==> config.mk <==
export PLATFORM = sky130hd
export DESIGN_NAME = calendar_serial_day_converter_top_flat
export DESIGN_NICKNAME = d
export VERILOG_FILES = /design/src/csdc_pkg.sv /design/src/csdc_in_if.sv /design/src/csdc_out_if.sv /design/src/csdc_front.sv /design/src/csdc_ybase.sv /design/src/csdc_back.sv /design/src/calendar_serial_day_converter_top.sv /design/src/flat_wrapper.sv
export SDC_FILE = /design/constraint.sdc
export NUM_CORES = 2
export LEC_CHECK = 0
export BUFFER_PORTS_ARGS = -buffer_cell sky130_fd_sc_hd__buf_2
export CAP_MARGIN = 0
export CORE_UTILIZATION = 45
export CTS_CLUSTER_DIAMETER = 40
export DETAILED_ROUTE_END_ITERATION = 10
export PLACE_DENSITY_LB_ADDON = 0.12
export SLEW_MARGIN = 40
export SYNTH_ARGS = -nofsm -noshare
export SYNTH_HDL_FRONTEND = slang
export SYNTH_SLANG_ARGS = --single-unit
==> constraint.sdc <==
create_clock -name i_clk -period 22.7 [get_ports i_clk]
set_input_delay 0 -clock i_clk [delete_from_list [all_inputs] [get_ports i_clk]]
set_output_delay 0 -clock i_clk [all_outputs]
set_load 0.01 [all_outputs]
==> src/csdc_pkg.sv <==
// Shared types, constants and calendar helper functions for the calendar
// serial day converter. No dependencies; the stage modules and the top import it.
`default_nettype none

package csdc_pkg;

    // operation codes
    localparam logic OP_D2S = 1'b0;
    localparam logic OP_S2D = 1'b1;

    // configuration register indexes
    localparam int unsigned CFG_AW       = 1;
    localparam logic        REG_MIN_YEAR = 1'b0;
    localparam logic        REG_MAX_YEAR = 1'b1;

    localparam logic [13:0] MIN_YEAR_RST = 14'd1700;
    localparam logic [13:0] MAX_YEAR_RST = 14'd2900;
    localparam logic [10:0] MOD_MAX      = 11'd1439;

    // reciprocal constants: floor(v/d) = (v*K) >> SH over the operand range used
    localparam int unsigned K100  = 20972;     // 15-bit operands, shift 21
    localparam int unsigned K1461 = 23517960;  // 22-bit operand, 4/1461 with shift 33
    localparam int unsigned K60   = 2185;      // 11-bit operands, shift 17

    typedef enum logic [1:0] {
        ST_OK         = 2'd0,
        ST_BAD_DATE   = 2'd1,
        ST_BAD_SERIAL = 2'd2
    } t_status;

    typedef struct packed {
        logic        operation;
        logic [13:0] year;
        logic [3:0]  month;
        logic [4:0]  day;
        logic [4:0]  hour;
        logic [5:0]  minute;
        logic [21:0] serial_day;
        logic [10:0] minute_of_day;
    } t_item;

    // per-item context carried down the pipe
    typedef struct packed {
        logic        op;
        logic [21:0] serial;
        logic [3:0]  month;
        logic [4:0]  day;
        logic [10:0] mod;     // minute of day: saturated input or hour*60+minute
        logic [4:0]  hour;    // hour split out of the minute of day
        logic        pre_ok;  // field checks that need no leap information
    } t_ctx;

    // year base results for a year and the year after it
    typedef struct packed {
        logic [13:0] ys;
        logic [23:0] base_a;
        logic [23:0] base_b;
        logic        leap_a;
        logic        leap_b;
    } t_yb;

    typedef struct packed {
        t_status     status;
        logic [13:0] year;
        logic [3:0]  month;
        logic [4:0]  day;
        logic [4:0]  hour;
        logic [5:0]  minute;
        logic [8:0]  doy;
        logic [21:0] serial;
        logic [10:0] mod;
    } t_res;

    function automatic logic [7:0] div100(input logic [14:0] v);
        logic [29:0] p;
        p = 30'(v) * 30'(K100);
        return p[28:21];
    endfunction

    function automatic logic [4:0] month_len(input logic [3:0] m, input logic lp);
        logic [4:0] r;
        unique case (m)
            4'd1, 4'd3, 4'd5, 4'd7, 4'd8, 4'd10, 4'd12: r = 5'd31;
            4'd4, 4'd6, 4'd9, 4'd11:                    r = 5'd30;
            4'd2:                                       r = lp ? 5'd29 : 5'd28;
            default:                                    r = 5'd0;
        endcase
        return r;
    endfunction

    // days in the year before the first of month m
    function automatic logic [8:0] cum_before(input logic [3:0] m, input logic lp);
        logic [8:0] r;
        unique case (m)
            4'd1:    r = 9'd0;
            4'd2:    r = 9'd31;
            4'd3:    r = 9'd59;
            4'd4:    r = 9'd90;
            4'd5:    r = 9'd120;
            4'd6:    r = 9'd151;
            4'd7:    r = 9'd181;
            4'd8:    r = 9'd212;
            4'd9:    r = 9'd243;
            4'd10:   r = 9'd273;
            4'd11:   r = 9'd304;
            4'd12:   r = 9'd334;
            default: r = 9'd0;
        endcase
        if (lp && m > 4'd2 && m < 4'd13) begin
            r = r + 9'd1;
        end
        return r;
    endfunction

endpackage

`default_nettype wire

==> src/csdc_in_if.sv <==
// Input channel of the calendar serial day converter: valid/ready plus item.
// No dependencies.
`default_nettype none

interface csdc_in_if;
    logic        valid;
    logic        ready;
    logic        operation;
    logic [13:0] year;
    logic [3:0]  month;
    logic [4:0]  day;
    logic [4:0]  hour;
    logic [5:0]  minute;
    logic [21:0] serial_day;
    logic [10:0] minute_of_day;

    modport source (
        output valid, operation, year, month, day, hour, minute, serial_day,
               minute_of_day,
        input  ready
    );
    modport sink (
        input  valid, operation, year, month, day, hour, minute, serial_day,
               minute_of_day,
        output ready
    );
endinterface

`default_nettype wire

==> src/csdc_out_if.sv <==
// Result channel of the calendar serial day converter: valid/ready plus result.
// No dependencies.
`default_nettype none

interface csdc_out_if;
    logic        valid;
    logic        ready;
    logic [1:0]  status;
    logic [13:0] out_year;
    logic [3:0]  out_month;
    logic [4:0]  out_day;
    logic [4:0]  out_hour;
    logic [5:0]  out_minute;
    logic [8:0]  day_of_year;
    logic [21:0] out_serial_day;
    logic [10:0] out_minute_of_day;

    modport source (
        output valid, status, out_year, out_month, out_day, out_hour, out_minute,
               day_of_year, out_serial_day, out_minute_of_day,
        input  ready
    );
    modport sink (
        input  valid, status, out_year, out_month, out_day, out_hour, out_minute,
               day_of_year, out_serial_day, out_minute_of_day,
        output ready
    );
endinterface

`default_nettype wire

==> src/csdc_front.sv <==
// Stage 1: field checks, minute-of-day handling and year estimate from the
// serial day. Depends on csdc_pkg.
`default_nettype none

module csdc_front (
    input  logic               i_clk,
    input  logic               i_rst_n,
    input  logic               i_en,
    input  logic               i_vld,
    input  csdc_pkg::t_item    i_item,
    input  logic [13:0]        i_min_year,
    input  logic [13:0]        i_max_year,
    output logic               o_vld,
    output csdc_pkg::t_ctx     o_ctx,
    output logic [13:0]        o_ys
);
    import csdc_pkg::*;

    logic [21:0] x;
    logic [46:0] est_prod;
    logic [10:0] mod_sat;
    logic [22:0] hour_prod;
    logic [10:0] mod_d2s;
    t_ctx        n_ctx;
    logic [13:0] n_ys;

    logic        r_vld;
    t_ctx        r_ctx;
    logic [13:0] r_ys;

    always_comb begin
        // year estimate floor(4*(s-1)/1461)
        x         = i_item.serial_day - 22'd1;
        est_prod  = 47'(x) * 47'(K1461);
        mod_sat   = (i_item.minute_of_day > MOD_MAX) ? MOD_MAX : i_item.minute_of_day;
        hour_prod = 23'(mod_sat) * 23'(K60);
        mod_d2s   = 11'({i_item.hour, 6'b0}) - 11'({i_item.hour, 2'b0})
                  + 11'(i_item.minute);

        n_ctx.op     = i_item.operation;
        n_ctx.serial = i_item.serial_day;
        n_ctx.month  = i_item.month;
        n_ctx.day    = i_item.day;
        n_ctx.mod    = (i_item.operation == OP_S2D) ? mod_sat : mod_d2s;
        n_ctx.hour   = hour_prod[21:17];
        n_ctx.pre_ok = (i_item.minute <= 6'd59) && (i_item.hour <= 5'd23)
                    && (i_item.month >= 4'd1) && (i_item.month <= 4'd12)
                    && (i_item.day >= 5'd1)
                    && (i_item.year >= i_min_year) && (i_item.year <= i_max_year);
        n_ys = (i_item.operation == OP_S2D) ? est_prod[46:33] : i_item.year;
    end

    always_ff @(posedge i_clk) begin
        if (!i_rst_n) begin
            r_vld <= 1'b0;
        end else if (i_en) begin
            r_vld <= i_vld;
        end
    end

    always_ff @(posedge i_clk) begin
        if (i_en) begin
            r_ctx <= n_ctx;
            r_ys  <= n_ys;
        end
    end

    assign o_vld = r_vld;
    assign o_ctx = r_ctx;
    assign o_ys  = r_ys;

endmodule

`default_nettype wire

==> src/csdc_ybase.sv <==
// Stages 2 to 4: serial day of 1 January and leap flag for a year and the
// year after it, built from reciprocal divides by 100. Depends on csdc_pkg.
`default_nettype none

module csdc_ybase (
    input  logic               i_clk,
    input  logic               i_rst_n,
    input  logic               i_en,
    input  logic               i_vld,
    input  csdc_pkg::t_ctx     i_ctx,
    input  logic [13:0]        i_ys,
    output logic               o_vld,
    output csdc_pkg::t_ctx     o_ctx,
    output csdc_pkg::t_yb      o_yb
);
    import csdc_pkg::*;

    // base(y) = 1 + 365y + ceil(y/4) - ceil(y/100) + ceil(y/400)
    logic [14:0] ys15;
    logic [7:0]  n2_a, n2_b, n2_c;
    logic [12:0] n2_c4a, n2_c4b;

    logic        r2_vld;
    t_ctx        r2_ctx;
    logic [13:0] r2_ys;
    logic [7:0]  r2_a, r2_b, r2_c;
    logic [12:0] r2_c4a, r2_c4b;

    logic [14:0] ys1;
    logic [23:0] n3_pa, n3_pb;
    logic [7:0]  n3_qa, n3_qb;
    logic        n3_la, n3_lb;

    logic        r3_vld;
    t_ctx        r3_ctx;
    logic [13:0] r3_ys;
    logic [23:0] r3_pa, r3_pb;
    logic [7:0]  r3_qa, r3_qb;
    logic        r3_la, r3_lb;

    t_yb         n4_yb;
    logic        r4_vld;
    t_ctx        r4_ctx;
    t_yb         r4_yb;

    always_comb begin
        ys15   = {1'b0, i_ys};
        n2_a   = div100(ys15 + 15'd99);  // ceil(y/100)
        n2_b   = div100(ys15);           // floor(y/100)
        n2_c   = div100(ys15 + 15'd1);   // floor((y+1)/100)
        n2_c4a = 13'((ys15 + 15'd3) >> 2);
        n2_c4b = 13'((ys15 + 15'd4) >> 2);
    end

    always_comb begin
        ys1   = {1'b0, r2_ys} + 15'd1;
        n3_qa = div100(15'(r2_c4a) + 15'd99);  // ceil(y/400)
        n3_qb = div100(15'(r2_c4b) + 15'd99);
        n3_pa = 24'd1 + 24'(r2_ys) * 24'd365 + 24'(r2_c4a) - 24'(r2_a);
        // ceil((y+1)/100) is floor(y/100) + 1
        n3_pb = 24'(r2_ys) * 24'd365 + 24'd365 + 24'(r2_c4b) - 24'(r2_b);
        n3_la = (r2_ys[1:0] == 2'b00)
             && ((15'(r2_b) * 15'd100 != {1'b0, r2_ys}) || (r2_b[1:0] == 2'b00));
        n3_lb = (ys1[1:0] == 2'b00)
             && ((15'(r2_c) * 15'd100 != ys1) || (r2_c[1:0] == 2'b00));
    end

    always_comb begin
        n4_yb.ys     = r3_ys;
        n4_yb.base_a = r3_pa + 24'(r3_qa);
        n4_yb.base_b = r3_pb + 24'(r3_qb);
        n4_yb.leap_a = r3_la;
        n4_yb.leap_b = r3_lb;
    end

    always_ff @(posedge i_clk) begin
        if (!i_rst_n) begin
            r2_vld <= 1'b0;
            r3_vld <= 1'b0;
            r4_vld <= 1'b0;
        end else if (i_en) begin
            r2_vld <= i_vld;
            r3_vld <= r2_vld;
            r4_vld <= r3_vld;
        end
    end

    always_ff @(posedge i_clk) begin
        if (i_en) begin
            r2_ctx <= i_ctx;
            r2_ys  <= i_ys;
            r2_a   <= n2_a;
            r2_b   <= n2_b;
            r2_c   <= n2_c;
            r2_c4a <= n2_c4a;
            r2_c4b <= n2_c4b;
            r3_ctx <= r2_ctx;
            r3_ys  <= r2_ys;
            r3_pa  <= n3_pa;
            r3_pb  <= n3_pb;
            r3_qa  <= n3_qa;
            r3_qb  <= n3_qb;
            r3_la  <= n3_la;
            r3_lb  <= n3_lb;
            r4_ctx <= r3_ctx;
            r4_yb  <= n4_yb;
        end
    end

    assign o_vld = r4_vld;
    assign o_ctx = r4_ctx;
    assign o_yb  = r4_yb;

endmodule

`default_nettype wire

==> src/csdc_back.sv <==
// Stages 5 to 7: year choice and day of year, serial sum and month search,
// day of month and result assembly into the output register.
// Depends on csdc_pkg.
`default_nettype none

module csdc_back (
    input  logic               i_clk,
    input  logic               i_rst_n,
    input  logic               i_en,
    input  logic               i_vld,
    input  csdc_pkg::t_ctx     i_ctx,
    input  csdc_pkg::t_yb      i_yb,
    output logic               o_vld,
    output csdc_pkg::t_res     o_res
);
    import csdc_pkg::*;

    // stage 5
    logic        sel_b;
    logic [23:0] s_diff;
    logic [8:0]  doy_d2s;
    logic [8:0]  n5_dr;
    logic        n5_lp;
    logic [13:0] n5_year;
    logic        n5_ok;

    logic        r5_vld;
    t_ctx        r5_ctx;
    logic [23:0] r5_base;
    logic [8:0]  r5_dr;     // day of year (zero based) in both directions
    logic        r5_lp;
    logic [13:0] r5_year;
    logic        r5_ok;

    // stage 6
    logic [23:0] sum6;
    logic [8:0]  r1_6;
    logic [3:0]  n6_mon;

    logic        r6_vld;
    t_ctx        r6_ctx;
    logic [21:0] r6_serial;
    logic        r6_ok;
    logic [8:0]  r6_dr;
    logic [8:0]  r6_r1;
    logic [3:0]  r6_mon;
    logic        r6_lp;
    logic [13:0] r6_year;

    // stage 7
    logic [8:0]  day_diff;
    logic [10:0] hour_min;
    logic [10:0] min_diff;
    t_res        n7_res;

    logic        r7_vld;
    t_res        r7_res;

    always_comb begin
        sel_b   = i_yb.base_b <= 24'(i_ctx.serial);
        s_diff  = 24'(i_ctx.serial) - (sel_b ? i_yb.base_b : i_yb.base_a);
        doy_d2s = cum_before(i_ctx.month, i_yb.leap_a) + 9'(i_ctx.day) - 9'd1;
        if (i_ctx.op == OP_S2D) begin
            n5_dr   = s_diff[8:0];
            n5_lp   = sel_b ? i_yb.leap_b : i_yb.leap_a;
            n5_year = sel_b ? (i_yb.ys + 14'd1) : i_yb.ys;
        end else begin
            n5_dr   = doy_d2s;
            n5_lp   = i_yb.leap_a;
            n5_year = i_yb.ys;
        end
        n5_ok = i_ctx.pre_ok && (i_ctx.day <= month_len(i_ctx.month, i_yb.leap_a));
    end

    always_comb begin
        sum6   = r5_base + 24'(r5_dr);
        r1_6   = r5_dr + 9'd1;
        // month = 1 + number of month ends passed by the one-based day
        n6_mon = 4'd1;
        for (int j = 2; j <= 12; j++) begin
            if (r1_6 > cum_before(4'(j), r5_lp)) begin
                n6_mon = n6_mon + 4'd1;
            end
        end
    end

    always_comb begin
        day_diff = r6_r1 - cum_before(r6_mon, r6_lp);
        hour_min = 11'({r6_ctx.hour, 6'b0}) - 11'({r6_ctx.hour, 2'b0});
        min_diff = r6_ctx.mod - hour_min;

        n7_res = '0;
        n7_res.status = ST_OK;
        if (r6_ctx.op == OP_D2S) begin
            if (!r6_ok) begin
                n7_res.status = ST_BAD_DATE;
            end else begin
                n7_res.doy    = r6_dr;
                n7_res.serial = r6_serial;
                n7_res.mod    = r6_ctx.mod;
            end
        end else begin
            if (r6_ctx.serial == 22'd0) begin
                n7_res.status = ST_BAD_SERIAL;
            end else begin
                n7_res.year   = r6_year;
                n7_res.month  = r6_mon;
                n7_res.day    = day_diff[4:0];
                n7_res.hour   = r6_ctx.hour;
                n7_res.minute = min_diff[5:0];
                n7_res.doy    = r6_dr;
            end
        end
    end

    always_ff @(posedge i_clk) begin
        if (!i_rst_n) begin
            r5_vld <= 1'b0;
            r6_vld <= 1'b0;
            r7_vld <= 1'b0;
        end else if (i_en) begin
            r5_vld <= i_vld;
            r6_vld <= r5_vld;
            r7_vld <= r6_vld;
        end
    end

    always_ff @(posedge i_clk) begin
        if (i_en) begin
            r5_ctx    <= i_ctx;
            r5_base   <= i_yb.base_a;
            r5_dr     <= n5_dr;
            r5_lp     <= n5_lp;
            r5_year   <= n5_year;
            r5_ok     <= n5_ok;
            r6_ctx    <= r5_ctx;
            r6_serial <= sum6[21:0];
            r6_ok     <= r5_ok && (sum6[23:22] == 2'b00);
            r6_dr     <= r5_dr;
            r6_r1     <= r1_6;
            r6_mon    <= n6_mon;
            r6_lp     <= r5_lp;
            r6_year   <= r5_year;
            r7_res    <= n7_res;
        end
    end

    assign o_vld = r7_vld;
    assign o_res = r7_res;

endmodule

`default_nettype wire

==> src/calendar_serial_day_converter_top.sv <==
// Top level of the calendar serial day converter: config registers, pipeline
// control and channel wiring. Depends on csdc_pkg, csdc_in_if, csdc_out_if,
// csdc_front, csdc_ybase and csdc_back.
`default_nettype none

// Converts a proleptic Gregorian date and time to a serial day (day 1 is
// 1 January of year 0) and minute of day, or a serial day and minute of day
// back to a date, chosen per item by operation. One item is taken every
// clock unless the pipe holds; each result passes the seven register stages
// (year estimate by reciprocal multiply, three stages of year-base arithmetic
// built on divide-by-100 multipliers, year choice, month search, result
// register). The whole pipe holds while a result waits and the output is not
// ready, and input ready is low in that same cycle. min_year and max_year are
// to be written through the config port only while the block is idle, which
// it does not enforce; they bound the years accepted by date to serial.
module calendar_serial_day_converter_top (
    input  logic                           i_clk,
    input  logic                           i_rst_n,
    csdc_in_if.sink                        i_in,
    csdc_out_if.source                     o_out,
    input  logic                           i_cfg_we,
    input  logic [csdc_pkg::CFG_AW-1:0]    i_cfg_addr,
    input  logic [13:0]                    i_cfg_wdata
);
    import csdc_pkg::*;

    logic [13:0] r_min_year;
    logic [13:0] r_max_year;

    logic        en;
    t_item       item;
    logic        f_vld;
    t_ctx        f_ctx;
    logic [13:0] f_ys;
    logic        y_vld;
    t_ctx        y_ctx;
    t_yb         y_yb;
    logic        b_vld;
    t_res        b_res;

    always_ff @(posedge i_clk) begin
        if (!i_rst_n) begin
            r_min_year <= MIN_YEAR_RST;
            r_max_year <= MAX_YEAR_RST;
        end else if (i_cfg_we) begin
            unique case (i_cfg_addr)
                REG_MIN_YEAR: r_min_year <= i_cfg_wdata;
                REG_MAX_YEAR: r_max_year <= i_cfg_wdata;
            endcase
        end
    end

    // every stage advances together unless a result is stuck at the output
    assign en         = !b_vld || o_out.ready;
    assign i_in.ready = en;

    always_comb begin
        item.operation     = i_in.operation;
        item.year          = i_in.year;
        item.month         = i_in.month;
        item.day           = i_in.day;
        item.hour          = i_in.hour;
        item.minute        = i_in.minute;
        item.serial_day    = i_in.serial_day;
        item.minute_of_day = i_in.minute_of_day;
    end

    csdc_front u_front (
        .i_clk      (i_clk),
        .i_rst_n    (i_rst_n),
        .i_en       (en),
        .i_vld      (i_in.valid),
        .i_item     (item),
        .i_min_year (r_min_year),
        .i_max_year (r_max_year),
        .o_vld      (f_vld),
        .o_ctx      (f_ctx),
        .o_ys       (f_ys)
    );

    csdc_ybase u_ybase (
        .i_clk   (i_clk),
        .i_rst_n (i_rst_n),
        .i_en    (en),
        .i_vld   (f_vld),
        .i_ctx   (f_ctx),
        .i_ys    (f_ys),
        .o_vld   (y_vld),
        .o_ctx   (y_ctx),
        .o_yb    (y_yb)
    );

    csdc_back u_back (
        .i_clk   (i_clk),
        .i_rst_n (i_rst_n),
        .i_en    (en),
        .i_vld   (y_vld),
        .i_ctx   (y_ctx),
        .i_yb    (y_yb),
        .o_vld   (b_vld),
        .o_res   (b_res)
    );

    assign o_out.valid             = b_vld;
    assign o_out.status            = b_res.status;
    assign o_out.out_year          = b_res.year;
    assign o_out.out_month         = b_res.month;
    assign o_out.out_day           = b_res.day;
    assign o_out.out_hour          = b_res.hour;
    assign o_out.out_minute        = b_res.minute;
    assign o_out.day_of_year       = b_res.doy;
    assign o_out.out_serial_day    = b_res.serial;
    assign o_out.out_minute_of_day = b_res.mod;

endmodule

`default_nettype wire
==> src/flat_wrapper.sv <==
// flat-port wrapper written by rule: the top's interface ports become plain ports
module calendar_serial_day_converter_top_flat import csdc_pkg::*;
  (i_clk, i_rst_n, i_cfg_we, i_cfg_addr, i_cfg_wdata, i_in_valid, i_in_operation, i_in_year, i_in_month, i_in_day, i_in_hour, i_in_minute, i_in_serial_day, i_in_minute_of_day, i_in_ready, o_out_valid, o_out_status, o_out_out_year, o_out_out_month, o_out_out_day, o_out_out_hour, o_out_out_minute, o_out_day_of_year, o_out_out_serial_day, o_out_out_minute_of_day, o_out_ready);
  csdc_in_if i_in_i ();
  csdc_out_if o_out_i ();
  input  logic i_clk;
  input  logic i_rst_n;
  input  logic i_cfg_we;
  input  logic [csdc_pkg::CFG_AW-1:0] i_cfg_addr;
  input  logic [13:0] i_cfg_wdata;
  input wire logic [$bits(i_in_i.valid)-1:0] i_in_valid;
  input wire logic [$bits(i_in_i.operation)-1:0] i_in_operation;
  input wire logic [$bits(i_in_i.year)-1:0] i_in_year;
  input wire logic [$bits(i_in_i.month)-1:0] i_in_month;
  input wire logic [$bits(i_in_i.day)-1:0] i_in_day;
  input wire logic [$bits(i_in_i.hour)-1:0] i_in_hour;
  input wire logic [$bits(i_in_i.minute)-1:0] i_in_minute;
  input wire logic [$bits(i_in_i.serial_day)-1:0] i_in_serial_day;
  input wire logic [$bits(i_in_i.minute_of_day)-1:0] i_in_minute_of_day;
  output wire logic [$bits(i_in_i.ready)-1:0] i_in_ready;
  output wire logic [$bits(o_out_i.valid)-1:0] o_out_valid;
  output wire logic [$bits(o_out_i.status)-1:0] o_out_status;
  output wire logic [$bits(o_out_i.out_year)-1:0] o_out_out_year;
  output wire logic [$bits(o_out_i.out_month)-1:0] o_out_out_month;
  output wire logic [$bits(o_out_i.out_day)-1:0] o_out_out_day;
  output wire logic [$bits(o_out_i.out_hour)-1:0] o_out_out_hour;
  output wire logic [$bits(o_out_i.out_minute)-1:0] o_out_out_minute;
  output wire logic [$bits(o_out_i.day_of_year)-1:0] o_out_day_of_year;
  output wire logic [$bits(o_out_i.out_serial_day)-1:0] o_out_out_serial_day;
  output wire logic [$bits(o_out_i.out_minute_of_day)-1:0] o_out_out_minute_of_day;
  input wire logic [$bits(o_out_i.ready)-1:0] o_out_ready;
  assign i_in_i.valid = i_in_valid;
  assign i_in_i.operation = i_in_operation;
  assign i_in_i.year = i_in_year;
  assign i_in_i.month = i_in_month;
  assign i_in_i.day = i_in_day;
  assign i_in_i.hour = i_in_hour;
  assign i_in_i.minute = i_in_minute;
  assign i_in_i.serial_day = i_in_serial_day;
  assign i_in_i.minute_of_day = i_in_minute_of_day;
  assign i_in_ready = i_in_i.ready;
  assign o_out_valid = o_out_i.valid;
  assign o_out_status = o_out_i.status;
  assign o_out_out_year = o_out_i.out_year;
  assign o_out_out_month = o_out_i.out_month;
  assign o_out_out_day = o_out_i.out_day;
  assign o_out_out_hour = o_out_i.out_hour;
  assign o_out_out_minute = o_out_i.out_minute;
  assign o_out_day_of_year = o_out_i.day_of_year;
  assign o_out_out_serial_day = o_out_i.out_serial_day;
  assign o_out_out_minute_of_day = o_out_i.out_minute_of_day;
  assign o_out_i.ready = o_out_ready;
  calendar_serial_day_converter_top u_core (.i_clk(i_clk), .i_rst_n(i_rst_n), .i_in(i_in_i), .o_out(o_out_i), .i_cfg_we(i_cfg_we), .i_cfg_addr(i_cfg_addr), .i_cfg_wdata(i_cfg_wdata));
endmodule
# Yosys cells after proc, flatten, opt, wreduce, memory -nomap -nowiden
# Memories as Yosys holds them, arrays and structs flattened. A register that Yosys moved wholly into a read port is not among the register bits.
# Index checks and enable logic that the tools add are counted.
# totals
regBits,714
mem_bits_ro,288
output_inout_bits,80
elab_cells,250
mem_count,2
# op_classes
add_sub_neg,39
mul,10
order_cmp,25
n_eq_ne,14
n_mux,42
bitwise,3
n_reduce_logical,30
# memory_table
memory,depth,width,rd,rd_clocked_by_memory_dff,write_ports,line,rtl
(no name shown),16,9,1,1,0,csdc_pkg.sv:94,unique case (m)
(no name shown),16,9,1,1,0,csdc_pkg.sv:94,
# ops
operator,n
14-bit by 13-bit multiplier with 27-bit output (second input constant),3
15-bit by 13-bit multiplier with 27-bit output (second input constant),2
4-bit 2-to-1 mux,13
24-bit by 13-bit adder with 24-bit output,2
24-bit by 8-bit adder with 24-bit output,2
24-bit by 8-bit subtractor with 24-bit output,2
9-bit 2-to-1 mux,5
22-bit by 22-bit multiplier with 44-bit output (second input constant),1
14-bit 2-to-1 mux,3
42-bit 2-to-1 mux,1
4-bit by 1-bit adder with 4-bit output (second input constant),10
9-bit by 8-bit > comparator with 1-bit output,4
14-bit by 1-bit adder with 15-bit output (second input constant),2
13-bit by 7-bit adder with 14-bit output (second input constant),2
9-bit > comparator,3
8-bit by 5-bit multiplier with 13-bit output (second input constant),2
1-bit by 23-bit adder with 24-bit output (first input constant),1
23-bit by 9-bit adder with 24-bit output (second input constant),1
24-bit by 9-bit adder with 24-bit output,1
24-bit by 22-bit less-or-equal comparator with 1-bit output,1
14-bit by 9-bit multiplier with 23-bit output (second input constant),1
22-bit zero test,1
11-bit by 12-bit multiplier with 22-bit output (second input constant),1
11-bit 2-to-1 mux,2
49 further kinds,97

# Logic depth before layout (Yosys ltp)
# logic_depth
depth_word,24
ltp_mapped,39
ltp_nobuf,38

# Hierarchy
# From an unflattened synthesis, not the netlist that was laid out.
# hier_totals
cells_unflattened,5743
hier_area_um2,64869.7
# by_module_without_submodules
module,instances,cells_per_inst,area_each_um2
csdc_ybase,1,3321,37148.1
csdc_back,1,1059,13830.8
csdc_front,1,1243,12779.8
calendar_serial_day_converter_top,1,120,1111.1

# Worst setup path after synthesis
# No wires, ideal clock.
# synth_path
path_type,register to register
from,"reg u_core.u_back.r7_vld, in the netlist u_core.u_back.o_vld"
to,reg (tool-made name)
setup_ps,152
arrival_ps,23156
required_ps,22548
slack_ps,-609
stages_incl_launch_ff,8
period_less_slack_ps,23309
path_cell_list,dfxtp_1 nor2b_1 inv_2 buf_1 mux2i_1 ha_1 mux2i_1 mux2i_1
# synth_lines
element,line,rtl
from (decl),csdc_back.sv:56,logic r7_vld;
from (signal assigned),csdc_back.sv:124,r7_vld <= r6_vld;

# Final worst setup path
# layout_path
from,in i_in_serial_day[4]
to,"reg u_core.u_front.r_ys[13], in the netlist u_core.u_front.o_ys[13] (data pin)"
# layout_via
elab_chain_cells,3
# layout_rtl
element,line,rtl
from (decl),flat_wrapper.sv:18,input wire logic [$bits(i_in_i.serial_day)-1:0] i_in_serial_day;
22-bit by 1-bit subtractor with 22-bit output,csdc_front.sv:33,x = i_item.serial_day - 22'd1;
22-bit by 22-bit multiplier with 44-bit output,csdc_front.sv:34,est_prod = 47'(x) * 47'(K1461);
14-bit 2-to-1 mux,csdc_front.sv:50,n_ys = (i_item.operation == OP_S2D) ? est_prod[46:33] : i_item.year;
via u_core.u_front.n_ys[13],csdc_front.sv:25,logic [13:0] n_ys;
to (signal assigned),csdc_front.sv:64,r_ys <= n_ys;
to (decl),csdc_front.sv:29,logic [13:0] r_ys;
# The timed path passes the listed nets, and every way through them passes these cells.
# A chain may end at the register's enable or synchronous reset.

==> flow_summary.toml <==
[timing]
setup_viol = 0
slew_headroom_pct = 42.4
min_period_ps = 10460
timing.fmax_mhz = 95.6
fin_skew_ps = 54.2
fin_crit_sh_pct = 46.1
worstMarginPinSlew_ps = 864
rsz0062_at_grt = "false"
hold_viol = 0
maxSlewViolCount = 0
setup_tns_ps = 0

[critical_path]
crit_path_start_kind = "input port"
crit_type = "input port to flop"
startpoint = "i_in_serial_day[4]"
arrival_ps = 10880
worstPathRequired_ps = 23120
crit_fanout = 5
critPathMaxStageDelay_ps = 740
slowest_stage = "or4b_2"
crit_top_cell = "a21o_1"
reg2reg_from = "u_core.u_back.r5_dr[0]"
worstSetupEndpointType = "flop"

[detailed_routing]
via_per_inst = 4.87
num_vias = 38183
routedWlPerCell_um = 17.0
drt-pass1-iter-count = 5
wirelength_um = 133000
drt_iter0_markers = 1753
drc_errors = 0
ant_nets = 0

[yosys]
synth_nets = 7246
synth_ff_type = "edfxtp_1"
synth_area_um2 = 63200
yosys.area.top_type_share_pct = 32.3
async_flop_share_pct = 0
synth_edf_count = 679
syn_avg_cell_area_um2 = 11.5
synth_cells = 5506
ys_top_cells_by_area = "edfxtp_1, ha_1, fa_1, inv_1, xnor2_1"
synth_top_area_cell = "edfxtp_1"
seq_area_frac_synth_pct = 33.8
ys_warn_count = 0
synth_cell_type_count = 91
synth-seq-cells = 728

[layout]
final_layout_size_suffix_gt1_share_pct = 7.54
syn2layout_area_growth_pct = 13.2
fin_cells = 7845
nets = 7615

[floorplan]
die-area_um2 = 142000
chipHeight_um = 377
rows = 137
die_w_um = 377
num_io_pins = 168
initial_core_util_pct = 45.4
fp.coreArea_um2 = 139000

[grt]
gr-total-overflow = 0
grt_antenna_before_repair = 7
grt_max_degree = 142
grt.total_usage_pct = 19.7
grt_pass1_wl_um = 219000
grt_pass1_vias = 40508

[clock_tree]
clkTransAtPathRegs_ps = 50
cts_buffer_depth = 3
clkLatencyLatePin_ps = 720
cts_root_buf = "clkbuf_16"
cts_tree = "done"
numClockSinks = 728
numCtsBuffers = 106
cts.htree.levels = 3
cts_setup_buffers = 0

[min_path]
hold_class = "input port to flop"
min_from = "i_in_serial_day[5]"

[run]
maxCapViolCount = 0

[outcome]
status = "finished clean"

[place]
dp_hpwl_um = 111000
dp.cells = 7538
globalplace.congestion = 0.890
port_buffers = 167
## metal layers
layer / track usage (%) / vias to the layer above / share of wire [%] / routed length, um
li1: - / 19068 / - / -
met1: 26.5 / 18356 / 46 / 61500
met2: 32.8 / 558 / 47 / 63300
met3: 3.16 / 197 / 3.8 / 5090
met4: 5.44 / 4 / 2.6 / 3490
met5: 0 / - / 0.016 / 21
## synth_stat cells, types with 10 or more instances
| library cell | count |
|---|---|
| o211ai_1 | 17 |
| xor2_1 | 112 |
| and3_1 | 39 |
| a21oi_1 | 137 |
| nand2_1 | 223 |
| or3_1 | 19 |
| mux2_2 | 10 |
| a21o_1 | 85 |
| nand4_1 | 42 |
| nor3_1 | 49 |
| mux2i_1 | 28 |
| o21a_1 | 49 |
| a31oi_1 | 20 |
| and2_1 | 86 |
| inv_1 | 1218 |
| nand3_1 | 70 |
| fa_1 | 578 |
| nand2b_1 | 22 |
| o21bai_1 | 34 |
| o21ai_0 | 102 |
| a21boi_0 | 41 |
| ha_1 | 1074 |
| xnor2_1 | 290 |
| nor4_1 | 15 |
| clkbuf_1 | 36 |
| nor2_1 | 180 |
| edfxtp_1 | 679 |
| dfxtp_1 | 49 |
| nor2b_1 | 44 |
## cell type report
cell class / instances / area (um2)
clock buffer: 133 / 2870
tap: 1876 / 2350
fill: 12435 / 67800
multi-input combinational: 3511 / 37300
antenna: 2 / 5.00
inverter: 1221 / 4590
timing repair buffer: 307 / 2240
sequential: 728 / 21400
clock inverter: 67 / 841
## critical path, delay by kind of cell
kind                       cells  cell delay [ps]
adders and majority gates      8             3380
AOI/OAI and AO/OA             13             2720
and+or+nand+nor                8             2390
buffers and inverters          6             1640
xor gates and xnor gates       2              710
## worst paths after layout
kind | endpoint | slack (ps) | cells after the start
max | u_core.u_front.o_ys[13] | 12240 | 37
min | u_core.u_front.o_ctx[31] | 60 | 2
max reg2reg | flop | 13890 | 37
min reg2reg | u_core.u_back.r6_ctx[14] | 390 | 0
## registers in the layout, summed over array words and instances, names as in the netlist, 22 cells and up, named ones only
| signal | flops |
|---|---|
| u_core.u_back.r5_base | 24 |
| u_core.u_back.r5_ctx | 39 |
| u_core.u_back.r6_ctx | 39 |
| u_core.u_ybase.r3_pb | 24 |
| u_core.u_ybase.r3_ctx | 49 |
| u_core.u_back.o_res | 78 |
| u_core.u_ybase.r3_pa | 24 |
| u_core.u_ybase.r2_ctx | 49 |
| u_core.u_ybase.o_yb | 64 |
| u_core.u_front.o_ctx | 49 |
| u_core.u_ybase.o_ctx | 49 |
| u_core.u_back.r6_serial | 22 |
## cells in the final DEF (no fill, tap or decap), types with 102 or more instances in the layout
cell	count
edfxtp_1	679
ha_1	1074
a21oi_1	137
o21ai_0	102
xor2_1	109
nand2_1	223
nor2_1	180
xnor2_1	271
fa_1	578
buf_2	166
dlygate4sd3_1	105
clkbuf_16	110
inv_1	1217
## cell families (layout without fill, tap and decap cells)
logic type	count (synthesis)	count (layout)	share of synthesized area (%)
AND/OR/NAND/NOR	835	835	6.58
AO/OA/AOI/OAI	579	579	6.12
XOR/XNOR	406	406	5.71
adder cells (fa/ha/maj)	1652	1652	39.6
buffers and inverters	1267	1728	7.55
flip-flops	728	728	33.8
multiplexers	39	39	0.657
other	0	2	0
## through the flow
step | hold slack [ps] | instance area [um2] | worst slack [ps] | util, %
finish | 59.4 | 71500 | 12240 | 51.3
floorplan | 98.9 | 63200 | 1970 | -
global route | 27.3 | 71500 | 11640 | 51.3
detailed placement | 214 | 66700 | 12730 | 47.9
global placement | 207 | 66500 | 12360 | 47.7
CTS | 3.00 | 71500 | 12300 | 51.3
## timing repair
item | CTS | global route
hold buffers | 105 | 0
setup endpoints to repair | 0 | 0
resized for setup | 0 | 0
hold endpoints to repair | 93 | 0
Power is not shown: default switching activity piles up to over one toggle a cycle in this logic, so the estimate is an artifact.
